### config.mk
export PLATFORM = sky130hd
export DESIGN_NAME = ssb_slot_placement
export DESIGN_NICKNAME = d
export VERILOG_FILES = /design/src/hw/rtl/ssbsp_pkg.sv /design/src/hw/rtl/ssbsp_front.sv /design/src/hw/rtl/ssbsp_dq.sv /design/src/hw/rtl/ssbsp_back.sv /design/src/hw/rtl/ssb_slot_placement.sv
export SDC_FILE = /design/constraint.sdc
export NUM_CORES = 1
export LEC_CHECK = 0
export ABC_AREA = 1
export BUFFER_PORTS_ARGS = -buffer_cell sky130_fd_sc_hd__buf_2
export CELL_PAD_IN_SITES_DETAIL_PLACEMENT = 1
export CELL_PAD_IN_SITES_GLOBAL_PLACEMENT = 1
export CORE_MARGIN = 2
export CORE_UTILIZATION = 44
export DETAILED_ROUTE_END_ITERATION = 10
export PLACE_DENSITY = 0.78
export SLEW_MARGIN = 15
export SYNTH_ARGS = -nofsm -noshare
export SYNTH_HDL_FRONTEND = slang
export SYNTH_HIERARCHICAL = 1
export SYNTH_SLANG_ARGS = --single-unit
export TNS_END_PERCENT = 30
### constraint.sdc
create_clock -name clk -period 4.9 [get_ports clk]
set_input_delay 1.225 -clock clk [delete_from_list [all_inputs] [get_ports clk]]
set_output_delay 1.225 -clock clk [all_outputs]
set_load 0.03 [all_outputs]
### src/hw/rtl/ssbsp_pkg.sv
package ssbsp_pkg;

  // Frequency cutoffs in NR-ARFCN units.
  localparam logic [19:0] CUTOFF_ABC        = 20'd600000;
  localparam logic [19:0] CUTOFF_C_UNPAIRED = 20'd376000;

  // A period of zero means the default of 5 ms.
  localparam logic [7:0] DEFAULT_PERIOD_MS = 8'd5;

  // Candidate pattern codes.
  localparam logic [1:0] CASE_A       = 2'd0;
  localparam logic [1:0] CASE_B       = 2'd1;
  localparam logic [1:0] CASE_C       = 2'd2;
  localparam logic [1:0] CASE_UNSUPP  = 2'd3;

  // Configuration register indexes.
  localparam int unsigned CFG_INDEX_W = 3;
  localparam int unsigned CFG_DATA_W  = 20;
  localparam logic [CFG_INDEX_W-1:0] REG_PERIOD_MS     = 3'd0;
  localparam logic [CFG_INDEX_W-1:0] REG_NUMEROLOGY    = 3'd1;
  localparam logic [CFG_INDEX_W-1:0] REG_PRB_OFFSET    = 3'd2;
  localparam logic [CFG_INDEX_W-1:0] REG_CARRIER_ARFCN = 3'd3;
  localparam logic [CFG_INDEX_W-1:0] REG_BURST_MASK    = 3'd4;
  localparam logic [CFG_INDEX_W-1:0] REG_PATTERN_CASE  = 3'd5;
  localparam logic [CFG_INDEX_W-1:0] REG_PAIRED        = 3'd6;

  // Remainder unit: 18 dividend bits, two bits per cycle.
  localparam int unsigned SLOT_W    = 18;
  localparam int unsigned DIV_STEPS = SLOT_W / 2;
  localparam int unsigned DIV_CNT_W = $clog2(DIV_STEPS);

  // Depth of the descriptor queue between front and back.
  localparam int unsigned DQ_DEPTH = 2;
  localparam int unsigned DQ_PTR_W = (DQ_DEPTH > 1) ? $clog2(DQ_DEPTH) : 1;

  typedef struct packed {
    logic [17:0] slot_number;
    logic        list_full;
  } in_item_t;

  typedef struct packed {
    logic [2:0]  block_index;
    logic [5:0]  first_symbol;
    logic [11:0] first_prb;
    logic        last;
  } out_item_t;

  typedef struct packed {
    logic [7:0]  period_ms;
    logic [2:0]  numerology;
    logic [11:0] prb_offset;
    logic [19:0] carrier_arfcn;
    logic [7:0]  burst_mask;
    logic [1:0]  pattern_case;
    logic        paired;
  } cfg_t;

  // One classified slot: its reduced slot (0 to 3) and which of its two
  // candidate blocks are sent.
  typedef struct packed {
    logic [1:0] slot;
    logic [1:0] emit;
  } desc_t;

  // First symbol of candidate n in reduced slot s.
  function automatic logic [5:0] first_sym(input logic case_b, input logic [1:0] s,
                                           input logic n);
    logic [5:0] s6;
    logic [5:0] e6;
    logic [5:0] sym;
    s6 = {4'd0, s};
    e6 = {4'd0, s[1], 1'b0};
    if (case_b) begin
      if (!s[0]) begin
        sym = 6'd4 + (s6 << 4) - (s6 << 1) + (n ? 6'd4 : 6'd0);
      end else begin
        sym = 6'd16 + (e6 << 4) - (e6 << 1) + (n ? 6'd4 : 6'd0);
      end
    end else begin
      sym = 6'd2 + (s6 << 4) - (s6 << 1) + (n ? 6'd6 : 6'd0);
    end
    return sym;
  endfunction

endpackage

### src/hw/rtl/ssbsp_front.sv
module ssbsp_front (
  input  logic              clk,
  input  logic              rst,
  input  ssbsp_pkg::cfg_t   cfg,
  input  logic              push,
  output logic              full,
  input  ssbsp_pkg::in_item_t in_item,
  output logic              wr_en,
  output ssbsp_pkg::desc_t  wr_data,
  input  logic              q_full
);
  import ssbsp_pkg::*;

  localparam logic [1:0] ST_IDLE = 2'd0;
  localparam logic [1:0] ST_DIV  = 2'd1;
  localparam logic [1:0] ST_DONE = 2'd2;

  logic [1:0]           state;
  logic [1:0]           state_next;
  logic [DIV_CNT_W-1:0] cnt;
  logic [SLOT_W-1:0]    quo;
  logic [7:0]           rem;
  logic [6:0]           low;
  logic                 drop;

  logic [7:0]  per;
  logic [6:0]  low_mask;
  logic [7:0]  rem_a;
  logic [7:0]  rem_b;
  logic [14:0] s_full;
  logic [19:0] cutoff;
  logic        send_ok;
  logic [2:0]  idx0;
  logic [2:0]  idx1;
  desc_t       desc;
  logic        push_ok;
  logic        accept;

  // One restoring step of the remainder.
  function automatic logic [7:0] rem_step(input logic [7:0] r, input logic b,
                                          input logic [7:0] d);
    logic [8:0] t;
    t = {r, b};
    if (t >= {1'b0, d}) begin
      t = t - {1'b0, d};
    end
    return t[7:0];
  endfunction

  // Period in ms; the low slot bits below the numerology pass straight into s.
  assign per      = (cfg.period_ms == 8'd0) ? DEFAULT_PERIOD_MS : cfg.period_ms;
  assign low_mask = 7'((8'd1 << cfg.numerology) - 8'd1);

  // Two remainder bits per cycle.
  assign rem_a = rem_step(rem, quo[SLOT_W-1], per);
  assign rem_b = rem_step(rem_a, quo[SLOT_W-2], per);

  // Classify the reduced slot once the remainder is complete.
  always_comb begin
    s_full  = (15'(rem) << cfg.numerology) | 15'(low);
    cutoff  = (cfg.pattern_case == CASE_C && !cfg.paired) ? CUTOFF_C_UNPAIRED
                                                            : CUTOFF_ABC;
    send_ok = !drop && (cfg.pattern_case != CASE_UNSUPP) && (s_full <= 15'd3) &&
              !((cfg.carrier_arfcn <= cutoff) && (s_full > 15'd1));
    idx0    = {s_full[1:0], 1'b0};
    idx1    = {s_full[1:0], 1'b1};
    desc.slot    = s_full[1:0];
    desc.emit[0] = send_ok && cfg.burst_mask[~idx0];
    desc.emit[1] = send_ok && cfg.burst_mask[~idx1];
  end

  // A slot with nothing to send leaves without touching the queue.
  assign push_ok = (desc.emit == 2'b00) || !q_full;
  assign wr_en   = (state == ST_DONE) && (desc.emit != 2'b00) && !q_full;
  assign wr_data = desc;
  assign full    = !((state == ST_IDLE) || ((state == ST_DONE) && push_ok));
  assign accept  = push && !full;

  // Sequencer state.
  always_comb begin
    state_next = state;
    unique case (state)
      ST_IDLE: begin
        if (accept) state_next = ST_DIV;
      end
      ST_DIV: begin
        if (cnt == DIV_CNT_W'(DIV_STEPS - 1)) state_next = ST_DONE;
      end
      ST_DONE: begin
        if (push_ok) state_next = accept ? ST_DIV : ST_IDLE;
      end
      default: state_next = ST_IDLE;
    endcase
  end

  always_ff @(posedge clk) begin
    if (rst) begin
      state <= ST_IDLE;
      cnt   <= '0;
    end else begin
      state <= state_next;
      if (accept) begin
        cnt <= '0;
      end else if (state == ST_DIV) begin
        cnt <= cnt + DIV_CNT_W'(1);
      end
    end
  end

  // Datapath of the remainder unit.
  always_ff @(posedge clk) begin
    if (accept) begin
      quo  <= in_item.slot_number >> cfg.numerology;
      rem  <= 8'd0;
      low  <= in_item.slot_number[6:0] & low_mask;
      drop <= in_item.list_full;
    end else if (state == ST_DIV) begin
      quo <= quo << 2;
      rem <= rem_b;
    end
  end

  a_cnt_range: assert property (@(posedge clk) disable iff (rst)
    (state == ST_DIV) |-> (cnt < DIV_CNT_W'(DIV_STEPS)))
    else $error("remainder step count out of range");

  a_push_nonempty: assert property (@(posedge clk) disable iff (rst)
    wr_en |-> ((wr_data.emit != 2'b00) && (state == ST_DONE)))
    else $error("empty descriptor written to queue");

endmodule

### src/hw/rtl/ssbsp_dq.sv
module ssbsp_dq (
  input  logic             clk,
  input  logic             rst,
  input  logic             wr_en,
  input  ssbsp_pkg::desc_t wr_data,
  output logic             q_full,
  input  logic             rd_en,
  output ssbsp_pkg::desc_t rd_data,
  output logic             q_empty
);
  import ssbsp_pkg::*;

  desc_t               mem [DQ_DEPTH];
  logic [DQ_PTR_W-1:0] wptr;
  logic [DQ_PTR_W-1:0] rptr;
  logic [DQ_PTR_W:0]   count;

  assign q_full  = (count == (DQ_PTR_W + 1)'(DQ_DEPTH));
  assign q_empty = (count == '0);
  assign rd_data = mem[rptr];

  // Pointers wrap at the queue depth.
  always_ff @(posedge clk) begin
    if (rst) begin
      wptr  <= '0;
      rptr  <= '0;
      count <= '0;
    end else begin
      if (wr_en) begin
        wptr <= (wptr == DQ_PTR_W'(DQ_DEPTH - 1)) ? '0 : wptr + DQ_PTR_W'(1);
      end
      if (rd_en) begin
        rptr <= (rptr == DQ_PTR_W'(DQ_DEPTH - 1)) ? '0 : rptr + DQ_PTR_W'(1);
      end
      if (wr_en && !rd_en) begin
        count <= count + (DQ_PTR_W + 1)'(1);
      end else if (rd_en && !wr_en) begin
        count <= count - (DQ_PTR_W + 1)'(1);
      end
    end
  end

  // Descriptor storage.
  always_ff @(posedge clk) begin
    if (wr_en) begin
      mem[wptr] <= wr_data;
    end
  end

  a_no_overflow: assert property (@(posedge clk) disable iff (rst)
    wr_en |-> !q_full)
    else $error("descriptor queue overflow");

  a_no_underflow: assert property (@(posedge clk) disable iff (rst)
    rd_en |-> !q_empty)
    else $error("descriptor queue underflow");

endmodule

### src/hw/rtl/ssbsp_back.sv
module ssbsp_back (
  input  logic                clk,
  input  logic                rst,
  input  ssbsp_pkg::cfg_t     cfg,
  output logic                rd_en,
  input  ssbsp_pkg::desc_t    rd_data,
  input  logic                q_empty,
  output logic                empty,
  input  logic                pop,
  output ssbsp_pkg::out_item_t out_item
);
  import ssbsp_pkg::*;

  logic       ovalid;
  logic [1:0] pend;
  logic [1:0] slot;
  logic       adv;
  logic       issue;
  logic       sel_n;
  logic [1:0] pend_after;
  logic       take;
  out_item_t  res;

  // The output register can take a new result when it is free or being popped.
  assign adv        = !ovalid || pop;
  assign issue      = adv && (pend != 2'b00);
  assign sel_n      = !pend[0];
  assign pend_after = issue ? (pend & ~(2'b01 << sel_n)) : pend;
  assign take       = !q_empty && (pend_after == 2'b00);
  assign rd_en      = take;
  assign empty      = !ovalid;

  // Build the result for the lowest pending candidate.
  always_comb begin
    res.block_index  = {slot, sel_n};
    res.first_symbol = first_sym(cfg.pattern_case == CASE_B, slot, sel_n);
    res.first_prb    = cfg.prb_offset;
    res.last         = (pend_after == 2'b00);
  end

  always_ff @(posedge clk) begin
    if (rst) begin
      ovalid <= 1'b0;
      pend   <= 2'b00;
    end else begin
      pend <= take ? rd_data.emit : pend_after;
      if (issue) begin
        ovalid <= 1'b1;
      end else if (pop) begin
        ovalid <= 1'b0;
      end
    end
  end

  // Payload registers.
  always_ff @(posedge clk) begin
    if (take) begin
      slot <= rd_data.slot;
    end
    if (issue) begin
      out_item <= res;
    end
  end

  a_more_pending: assert property (@(posedge clk) disable iff (rst)
    (ovalid && !out_item.last) |-> (pend != 2'b00))
    else $error("result not marked last but nothing pending");

endmodule

### src/hw/rtl/ssb_slot_placement.sv
// Channel   Handshake        Payload              Notes
// input     push / full      in_item_t            one slot number per transfer
// result    empty / pop      out_item_t           zero to two blocks per slot
// config    cfg_we           cfg_index, cfg_data  write only, no wait
//
// The front reduces each slot with an iterative remainder unit that retires two
// dividend bits per cycle; the next item is accepted in the cycle the previous
// one is classified, unless its descriptor finds the queue full. Results leave
// the back at one per cycle unless pop stalls, via a registered output stage.
// Reset is synchronous and clears all control state and the registers
// (paired resets to 1). A stalled result side backs up through the descriptor
// queue to full; the front keeps working until the queue is full.
module ssb_slot_placement (
  input  logic                                 clk,
  input  logic                                 rst,
  input  logic                                 push,
  output logic                                 full,
  input  ssbsp_pkg::in_item_t                  in_item,
  output logic                                 empty,
  input  logic                                 pop,
  output ssbsp_pkg::out_item_t                 out_item,
  input  logic                                 cfg_we,
  input  logic [ssbsp_pkg::CFG_INDEX_W-1:0]    cfg_index,
  input  logic [ssbsp_pkg::CFG_DATA_W-1:0]     cfg_data
);
  import ssbsp_pkg::*;

  cfg_t  cfg;
  logic  wr_en;
  desc_t wr_data;
  logic  q_full;
  logic  rd_en;
  desc_t rd_data;
  logic  q_empty;

  // Configuration registers.
  always_ff @(posedge clk) begin
    if (rst) begin
      cfg.period_ms     <= 8'd0;
      cfg.numerology    <= 3'd0;
      cfg.prb_offset    <= 12'd0;
      cfg.carrier_arfcn <= 20'd0;
      cfg.burst_mask    <= 8'd0;
      cfg.pattern_case  <= CASE_A;
      cfg.paired        <= 1'b1;
    end else if (cfg_we) begin
      unique case (cfg_index)
        REG_PERIOD_MS:     cfg.period_ms     <= cfg_data[7:0];
        REG_NUMEROLOGY:    cfg.numerology    <= cfg_data[2:0];
        REG_PRB_OFFSET:    cfg.prb_offset    <= cfg_data[11:0];
        REG_CARRIER_ARFCN: cfg.carrier_arfcn <= cfg_data[19:0];
        REG_BURST_MASK:    cfg.burst_mask    <= cfg_data[7:0];
        REG_PATTERN_CASE:  cfg.pattern_case  <= cfg_data[1:0];
        REG_PAIRED:        cfg.paired        <= cfg_data[0];
        default: ;
      endcase
    end
  end

  // Front: accept, reduce and classify.
  ssbsp_front u_front (
    .clk     (clk),
    .rst     (rst),
    .cfg     (cfg),
    .push    (push),
    .full    (full),
    .in_item (in_item),
    .wr_en   (wr_en),
    .wr_data (wr_data),
    .q_full  (q_full)
  );

  // Descriptor queue between the two sides.
  ssbsp_dq u_dq (
    .clk     (clk),
    .rst     (rst),
    .wr_en   (wr_en),
    .wr_data (wr_data),
    .q_full  (q_full),
    .rd_en   (rd_en),
    .rd_data (rd_data),
    .q_empty (q_empty)
  );

  // Back: expand descriptors into result transfers.
  ssbsp_back u_back (
    .clk      (clk),
    .rst      (rst),
    .cfg      (cfg),
    .rd_en    (rd_en),
    .rd_data  (rd_data),
    .q_empty  (q_empty),
    .empty    (empty),
    .pop      (pop),
    .out_item (out_item)
  );

endmodule
==> results_dict.tcl, run 1 <==
set metrics [dict create \
    hold_path_startpoint "cfg[40]$_SDFFE_PP0P_" \
    switching_share 0.420 \
    crit_arrival_ps 3240 \
    area_growth_syn_to_layout_pct 14.1 \
    drtIter0Drc 238 \
    yosysSeqAreaShare 0.428 \
    ys_warn_count 6 \
    ir_drop_mv 0.282 \
    synth_edf_count 57 \
    fin_crit_sh 0.912 \
    whs_ps 431 \
    syn_nets 1098 \
    cts_buffer_depth 2 \
    root_buffer "clkbuf_16" \
    rr_endpoint "u_front/rem[0]$_SDFFE_PN0N_" \
    yosys-top-cells-count "226 x nand2_1, 172 x nor2_1, 110 x inv_1" \
    power.switching_w 0.00203 \
    diodes 0 \
    cp-start-kind "flop" \
    wl_per_cell_um 15.0 \
    seqPwrFrac 0.313 \
    slew_headroom 0.345 \
    instances_no_fill 1312 \
    core_area_sq_um 16700 \
    grt_pass1_wl_mm 33.4 \
    vias 6768 \
    setup_ws_ps 430 \
    cts_buffers 17 \
    die_x_um 135 \
    synth-seq-cells 133 \
    post_cts_buffers 0 \
    yosysMostFrequentCell "nand2_1" \
    fmax_mhz 224 \
    antenna_left 0 \
    synth_top_area_share 0.226 \
    worstMarginPinSlew_ps 979 \
    path_clk_slew_ps 60 \
    port_buffers 69 \
    grt_pass1_vias 6968 \
    yosys.area.top_type "edfxtp_1" \
    hpwl_mm 14.5 \
    r2r-start "cfg[50]$_SDFFE_PP0P_" \
    rsz0062_at_grt "no" \
    clk-insertion-delay-late_ps 420 \
    clock-sinks 133 \
    layout.area.seq_sq_um 3230 \
    min_path_type "flop to flop" \
    synth.top_cells.by_area "edfxtp_1 23%, dfxtp_1 20%, nand2_1 11%" \
    synth_area_sq_um 7560 \
    nFillCells 2198 \
    p_comb_frac 0.442 \
    grt_max_degree 55 \
    antenna_found_initial 0 \
    cp.required_ps 3670 \
    initial_utilization 0.453 \
    synth-main-ff-cell "dfxtp_1" \
    rrSetupSlack_ps 980 \
    hold_buffers 0 \
    gp_congestion 0.855 \
    grt_overflow 0 \
    critPathKind "flop to output port" \
    synth_area_per_cell_sq_um 7.43 \
    skew_ps 7.19 \
    htree_levels 4 \
    drc 0 \
    critPathLaunch "cfg[2]$_SDFFE_PP0P_" \
    hold_violations 0 \
    holdPathEnd "u_back/out_item[10]$_DFFE_PP_" \
    fp-row-count 47 \
    drv_cap 0 \
    place_ws_ps 788 \
    status "completed" \
    worstPathMaxFanout 4 \
    setup_violations 0 \
    place_inst 1280 \
    grt_use_total 0.228 \
    fin_crit_ps 4470 \
    nets 1159 \
    async_reset_ff_frac 0 \
    ioPinCount 71 \
    finalWirelength_mm 19.7 \
    final_util 0.516 \
    worstSetupEndpointType "output port" \
    drv_slew 0 \
    reg2reg_depth 27 \
    min_path_cells 0 \
    drtPass1Iterations 4 \
    power.internal_w 0.00281 \
    die_area_sq_um 18200 \
    leakage_nw 3.92 \
    power_frac_clock 0.245 \
    cts_tree "built" \
    die-height_um 135 \
    multiInputGateArea_sq_um 3680 \
    synthCells 1018 \
    yosysUniqueCellTypes 51 \
    viasPerCell 5.16 \
    p_per_area_nw_per_um2 561 \
    setup-tns-final_ps 0 \
    drive_above_1_share 0.152 \
]
## flip-flops by register name, summed over array words and instances, names as in the netlist, named ones only
| name | flops |
|---|---|
| u_dq/rptr | 1 |
| u_back/out_item | 21 |
| u_front/quo | 18 |
| u_dq/mem | 8 |
| u_dq/count | 2 |
| cfg | 54 |
| u_dq/wptr | 1 |
| u_back/slot | 2 |
| u_back/pend | 2 |
| u_front/state | 2 |
| u_front/rem | 8 |
| u_front/cnt | 4 |
| u_front/drop | 1 |
| u_front/low | 7 |
| u_back/ovalid | 1 |
## worst max-delay path: stages (launching register included)
cell     delay (ps)
dfxtp_1         410
inv_1            90
nor3_2          260
inv_1           170
ha_1            350
nand3_1          80
nor3_1          280
o31ai_1         120
nand2_1          80
a21oi_1          80
nor2_2          230
o21ai_1         150
nor2_2          140
nand2_2          90
nand2_1          90
buf_2           200
## kinds of logic after synthesis
logic type,share of synthesized area
AND/OR/NAND/NOR,0.322
flip-flops,0.428
multiplexers,0.00861
adder cells (fa/ha/maj),0.0586
XOR/XNOR,0.0104
buffers and inverters,0.0864
AO/OA/AOI/OAI,0.0856
other,0.000496
## power groups by stage
stage	Clock [W]	Combinational [W]	Sequential, W
finish	0.00118	0.00214	0.00151
global route	0.00125	0.00243	0.00154
CTS	0.00121	0.00216	0.00152
detailed placement	0	0.00213	0.00154
global placement	0	0.00207	0.00153
floorplan	0	0.00149	0.00164
## final cells by class
type,instances,share of cell area
multi-input cells,723,0.427
flip-flops and latches,133,0.375
inverters,127,0.0553
clock buffers,20,0.0518
repair buffers,77,0.0470
well taps,220,0.0319
clock inverters,12,0.0125
## metal layers
metal  part of all wire  GRT usage  wire length (um)  vias up
met1               0.47      0.285              9150     3222
met3              0.025     0.0394               493       29
met2               0.49      0.404              9650       80
met4              0.018     0.0706               361        0
li1                   -          -                 -     3437
met5                  0          0                 0        -
## how the worst max path moves through the flow
stage	to	cells after the start	slack, ps
after global routing	full	15	20
after floorplan	full	14	1320
after detailed placement	full	15	790
after CTS	full	15	300
after global placement	full	15	870
final	full	15	430
## metrics by stage
step           power [W]  area (sq um)
2_1_floorplan    0.00313          7560
3_3_place_gp     0.00361          8060
3_5_place_dp     0.00367          8060
4_1_cts          0.00489          8620
5_1_grt          0.00522          8620
6_report         0.00484          8620
## placed cells by master (no fill, tap or decap), drive strengths merged, types with 2 or more instances in the layout
cell	Yosys	final
nor3	11	11
ha	29	29
mux2i	2	2
dfxtp	76	76
nand2	241	241
clkinvlp	0	3
clkbuf	11	20
clkinv	1	9
a31oi	4	4
fa	4	4
nor4	5	5
a21oi	27	27
a21boi	3	3
a22oi	3	3
nand4	10	10
mux2	4	4
buf	24	77
o211ai	7	7
o21ai	58	58
xor2	8	8
nand3b	2	2
nor2	183	183
inv	126	126
or2	4	4
edfxtp	57	57
a211oi	3	3
nand3	104	104
## repair_timing
action	in CTS	in global routing
resized for setup	0	1
endpoints found under the setup margin	0	1
hold endpoints to repair	0	0
(Power assumes the default switching activity.)
==> run 2, diff against run 1 <==
--- a/config.mk
+++ b/config.mk
@@ -10,9 +10,9 @@
 export CELL_PAD_IN_SITES_DETAIL_PLACEMENT = 1
 export CELL_PAD_IN_SITES_GLOBAL_PLACEMENT = 1
 export CORE_MARGIN = 2
-export CORE_UTILIZATION = 44
+export CORE_UTILIZATION = 39
 export DETAILED_ROUTE_END_ITERATION = 10
-export PLACE_DENSITY = 0.78
+export PLACE_DENSITY = 0.71
 export SLEW_MARGIN = 15
 export SYNTH_ARGS = -nofsm -noshare
 export SYNTH_HDL_FRONTEND = slang
==> run 2 against run 1 <==
  * Core utilization shrank 5.7 points
  * Clock-buffer cell count down 3
  * Clock skew rose by 2.2 ps
  * Die area grew 12%
  * Maximum frequency rose by 0.36%
  * Non-clock buffer count fell by 1
  * Sequential power about the same
  * Via count fell by 1.2%
  * Routed wire length up 1.3%
  * Flip-flop and latch count is the same
  * Critical endpoint unchanged
==> results_dict.tcl, run 2 (synthesis gave the netlist of run 1 again) <==
set metrics [dict create \
    status "completed" \
    drtPass1Iterations 5 \
    nets 1158 \
    cts_buffer_depth 2 \
    drtIter0Drc 281 \
    fmax_mhz 225 \
    power.internal_w 0.00276 \
    top_regs "cfg (54), u_back/out_item (21), u_front/quo (18)" \
    largest_register_ffs 54 \
    leakage_nw 3.92 \
    cp.required_ps 3670 \
    worstPathMaxFanout 4 \
    reg2reg_depth 14 \
    crit_chain "inv_1 -> nor3_2 -> inv_1 -> ha_1 -> nand3_1 -> nor3_1 -> o31ai_1 -> nand2_1 -> a21oi_1 -> nor2_2 -> o21ai_1 -> nor2_2 -> nand2_2 -> nand2_1 -> buf_2" \
    root_buffer "clkbuf_16" \
    post_cts_resized 0 \
    critPathKind "flop to output port" \
    post_cts_buffers 0 \
    power.switching_w 0.00210 \
    drc 0 \
    max_stage_delay_ps 420 \
    grt_util_met2 0.368 \
    p_per_area_nw_per_um2 560 \
    crit_arrival_ps 3230 \
    grt_use_total 0.207 \
    vias 6689 \
    core_area_sq_um 18900 \
    switching_share 0.432 \
    die_area_sq_um 20500 \
    cp-start-kind "flop" \
    fp-row-count 50 \
    setup_violations 0 \
    initial_utilization 0.400 \
    worstSetupEndpointType "output port" \
    path_clk_slew_ps 70 \
    setup_ws_ps 446 \
    finalWirelength_mm 19.9 \
    min_path_type "flop to flop" \
    wl_per_cell_um 14.7 \
    area_growth_syn_to_layout_pct 14.7 \
    grt_busiest_layer "met2" \
    grt_overflow 0 \
    final_util 0.459 \
    setup-tns-final_ps 0 \
    cts_buffers 17 \
    ioPinCount 71 \
    die-height_um 143 \
    hold_buffers 0 \
    htree_levels 4 \
    grt_pass1_vias 6901 \
    clock-sinks 133 \
    min_path_cells 0 \
    grt_max_degree 55 \
    antenna_found_initial 0 \
    dpl_cell_area_sq_um 8110 \
    antenna_left 0 \
    fin_crit_ps 4450 \
    drv_cap 0 \
    fin_crit_sh 0.909 \
    viasPerCell 4.95 \
    cts_tree "built" \
    power_frac_clock 0.251 \
    seqPwrFrac 0.312 \
    skew_ps 9.40 \
    drv_slew 0 \
    drive_above_1_share 0.152 \
    worstSetupPathDepth 15 \
    gp_congestion 0.795 \
    crit_family "simple AND/OR/NAND/NOR gates" \
    slowest_stage "dfxtp_1" \
    ir_drop_mv 0.320 \
    place_ws_ps 682 \
    regMostFlops "cfg" \
    hpwl_mm 14.6 \
    power_w 0.00486 \
    p_comb_frac 0.437 \
    use_met3 0.0272 \
    final_cell_mix "226 x nand2_1, 172 x nor2_1, 110 x inv_1" \
    port_buffers 69 \
    rsz0062_at_grt "no" \
    hold_violations 0 \
    diodes 0 \
    grtUsageMet1 0.264 \
    slew_headroom 0.284 \
    final_area_sq_um 8670 \
    die_x_um 143 \
    grt_pass1_wl_mm 33.6 \
    layout_commonest_cell "nand2_1" \
    worstMarginPinSlew_ps 1070 \
    crit_buf_inv 3 \
    clk-insertion-delay-late_ps 420 \
]
run 2: changes by cell type in the layout (fill, tap and decap cells not counted), sizes merged:
cell / change
clkinv: -4
inv: +9
clkinvlp: -1
buf: -1
bufinv: -1
clkbuf: -3
run 2: final cells by class:
type | instances | area [sq um]
fill | 2433 | 10200
timing repair buffer | 76 | 398
clock buffer | 17 | 425
sequential | 133 | 3230
tap | 260 | 325
inverter | 127 | 477
multi-input combinational | 723 | 3680
clock inverter | 15 | 138
run 2: routing by layer:
metal,up-vias,part of all wire
met4,0,0.014
met5,-,0
li1,3411,-
met1,3179,0.47
met2,79,0.49
met3,20,0.021
run 2: metrics by stage:
step                      instances  hold slack, ps
after global placement         1319             413
after CTS                      1351             433
after floorplan                1018             409
after detailed placement       1319             420
final                          1351             431
after global routing           1351             442
run 2: final timing paths:
kind                                           start                      endpoint  slack (ps)
worst max-delay path             cfg[2]$_SDFFE_PP0P_                          full         450
worst min-delay path            cfg[38]$_SDFFE_PP0P_  u_back/out_item[8]$_DFFE_PP_         430
worst max register to register  cfg[43]$_SDFFE_PP0P_      u_front/quo[7]$_DFFE_PP_        1010
worst min register to register  cfg[38]$_SDFFE_PP0P_  u_back/out_item[8]$_DFFE_PP_         430
run 2: worst reg2reg max path, delay by kind of cell, from the launching register on:
family,cells,cell delay (ps)
compound gates,4,720
buf+inv,2,390
flops,1,1030
simple gates,8,1440
run 2: power groups by stage:
stage               combinational (W)  sequential [W]  clock, W
floorplan                     0.00149         0.00164         0
global placement              0.00208         0.00154         0
detailed placement            0.00213         0.00154         0
CTS                           0.00215         0.00152   0.00125
global route                  0.00244         0.00154   0.00130
finish                        0.00212         0.00152   0.00122
==> run 3, diff against run 2 <==
--- a/config.mk
+++ b/config.mk
@@ -6,7 +6,7 @@
 export NUM_CORES = 1
 export LEC_CHECK = 0
 export ABC_AREA = 1
-export BUFFER_PORTS_ARGS = -buffer_cell sky130_fd_sc_hd__buf_2
+export BUFFER_PORTS_ARGS = -buffer_cell sky130_fd_sc_hd__buf_4
 export CELL_PAD_IN_SITES_DETAIL_PLACEMENT = 1
 export CELL_PAD_IN_SITES_GLOBAL_PLACEMENT = 1
 export CORE_MARGIN = 2
==> run 3 against run 2 <==
  * Final area increased by 2.5%
  * Clock-buffer cell count increased by 3
  * Maximum frequency up 0.52%
  * Highest routed layer unchanged
==> results_dict.tcl, run 3 (synthesis gave the netlist of run 1 again) <==
set metrics [dict create \
    multiInputGateArea_sq_um 3680 \
    layout.area.seq_sq_um 3230 \
    critPathLaunch "cfg[2]$_SDFFE_PP0P_" \
    whs_ps 433 \
    hold_path_startpoint "cfg[33]$_SDFFE_PP0P_" \
    clock-sinks 133 \
    setup_ws_ps 469 \
    wl_met3_um 739 \
    area_growth_syn_to_layout_pct 17.6 \
    worstMarginPinSlew_ps 1020 \
    slew_headroom 0.315 \
    worstSetupEndpointType "output port" \
    fmax_mhz 226 \
    grt_pass1_wl_mm 34.0 \
    rrSetupSlack_ps 980 \
    wl_met2_mm 9.90 \
    regMostFlops "cfg" \
    p_per_area_nw_per_um2 565 \
    core_area_sq_um 18900 \
    power_frac_clock 0.258 \
    drc 0 \
    rr_endpoint "u_front/rem[0]$_SDFFE_PN0N_" \
    drtPass1Iterations 4 \
    p_comb_frac 0.439 \
    diodes 0 \
    cts_buffer_depth 2 \
    die_x_um 143 \
    power.internal_w 0.00295 \
    r2r-start "cfg[47]$_SDFFE_PP0P_" \
    grt_max_degree 55 \
    cp.required_ps 3670 \
    drtIter0Drc 258 \
    hold_violations 0 \
    nets 1160 \
    instances_no_fill 1353 \
    min_path_cells 0 \
    antenna_left 0 \
    final_cell_mix "226 x nand2_1, 172 x nor2_1, 110 x inv_1" \
    clk-insertion-delay-late_ps 430 \
    hpwl_mm 14.9 \
    fp-row-count 50 \
    largest_register_ffs 54 \
    ir_drop_mv 0.258 \
    gp_congestion 0.875 \
    antenna_found_initial 0 \
    cts_buffers 17 \
    drive_above_1_share 0.151 \
    highest_layer "met4" \
    wl_met1_mm 9.41 \
    seqPwrFrac 0.303 \
    holdPathEnd "u_back/out_item[3]$_DFFE_PP_" \
    layout_commonest_cell "nand2_1" \
    drv_slew 0 \
    grt_overflow 0 \
    skew_ps 10.1 \
    fin_crit_ps 4430 \
    path_clk_slew_ps 60 \
    setup-tns-final_ps 0 \
    fin_crit_sh 0.904 \
    cts_tree "built" \
    viasPerCell 5.00 \
    place_inst 1321 \
    cp-start-kind "flop" \
    grt_pass1_vias 6935 \
    place_ws_ps 774 \
    nFillCells 2400 \
    ioPinCount 71 \
    vias 6767 \
    drv_cap 0 \
    reg2reg_depth 26 \
    port_buffers 69 \
    setup_violations 0 \
    rsz0062_at_grt "no" \
    switching_share 0.414 \
    top_regs "cfg (54), u_back/out_item (21), u_front/quo (18)" \
    crit_arrival_ps 3210 \
    initial_utilization 0.400 \
    power.switching_w 0.00208 \
    min_path_type "flop to flop" \
    htree_levels 4 \
    grt_use_total 0.211 \
    worstPathMaxFanout 4 \
    wl_per_cell_um 15.1 \
    root_buffer "clkbuf_16" \
    die-height_um 143 \
    die_area_sq_um 20500 \
    leakage_nw 4.00 \
    finalWirelength_mm 20.4 \
    status "completed" \
    critPathKind "flop to output port" \
]
run 3: changes by cell type in the layout (fill, tap and decap cells not counted), sizes merged:
cell / previous run / this run
inv: 135 / 128
bufinv: 0 / 3
clkbuf: 17 / 20
buf: 76 / 78
clkinv: 5 / 6
run 3: final cells by class:
class | count | area share
repair buffers | 78 | 0.0659
well taps | 260 | 0.0366
clock buffers | 20 | 0.0491
multi-input cells | 723 | 0.414
inverters | 127 | 0.0536
flip-flops and latches | 133 | 0.364
clock inverters | 12 | 0.0173
run 3: worst max-delay path: stages, from the launching register on:
cell       delay (ps)
dfxtp_1           430
inv_1              80
nor3_2            260
inv_1             160
ha_1              340
a21oi_1           140
a21oi_1            80
a2111oi_0         350
nand2_1           100
a21oi_1           230
nor2_2            100
o21ai_1           150
nor2_2             70
nand2_2            80
nand2_1            60
buf_4             170
run 3: worst max path at each step:
stage | endpoint | cells after the start | slack, ps
after global routing | full | 15 | 130
after floorplan | full | 14 | 1320
after detailed placement | full | 15 | 770
final | full | 15 | 470
after CTS | full | 15 | 270
after global placement | full | 15 | 870
run 3: power groups by stage:
| stage | clock network (W) | registers, W | logic (W) |
|---|---|---|---|
| detailed placement | 0 | 0.00155 | 0.00220 |
| global route | 0.00137 | 0.00155 | 0.00249 |
| CTS | 0.00133 | 0.00153 | 0.00222 |
| finish | 0.00130 | 0.00152 | 0.00220 |
| global placement | 0 | 0.00154 | 0.00213 |
| floorplan | 0 | 0.00164 | 0.00149 |
run 3: routing by layer:
metal / GRT usage / up-vias
li1: - / 3423
met1: 0.263 / 3215
met2: 0.368 / 101
met3: 0.0469 / 28
met4: 0.0604 / 0
met5: 0 / -
run 3: stage by stage:
step                      area, sq um  utilization  total power (W)
after floorplan                  7560            -          0.00313
after global placement           8290        0.439          0.00367
after detailed placement         8290        0.439          0.00374
after CTS                        8880        0.470          0.00507
after global routing             8890        0.471          0.00541
final                            8890        0.471          0.00502
run 3: repair_timing:
action                                  CTS  global route
endpoints found under the setup margin    0             1
hold buffers                              0             0
buffers inserted                          0             0
resized for setup                         0             1
endpoints found under the hold margin     0             0
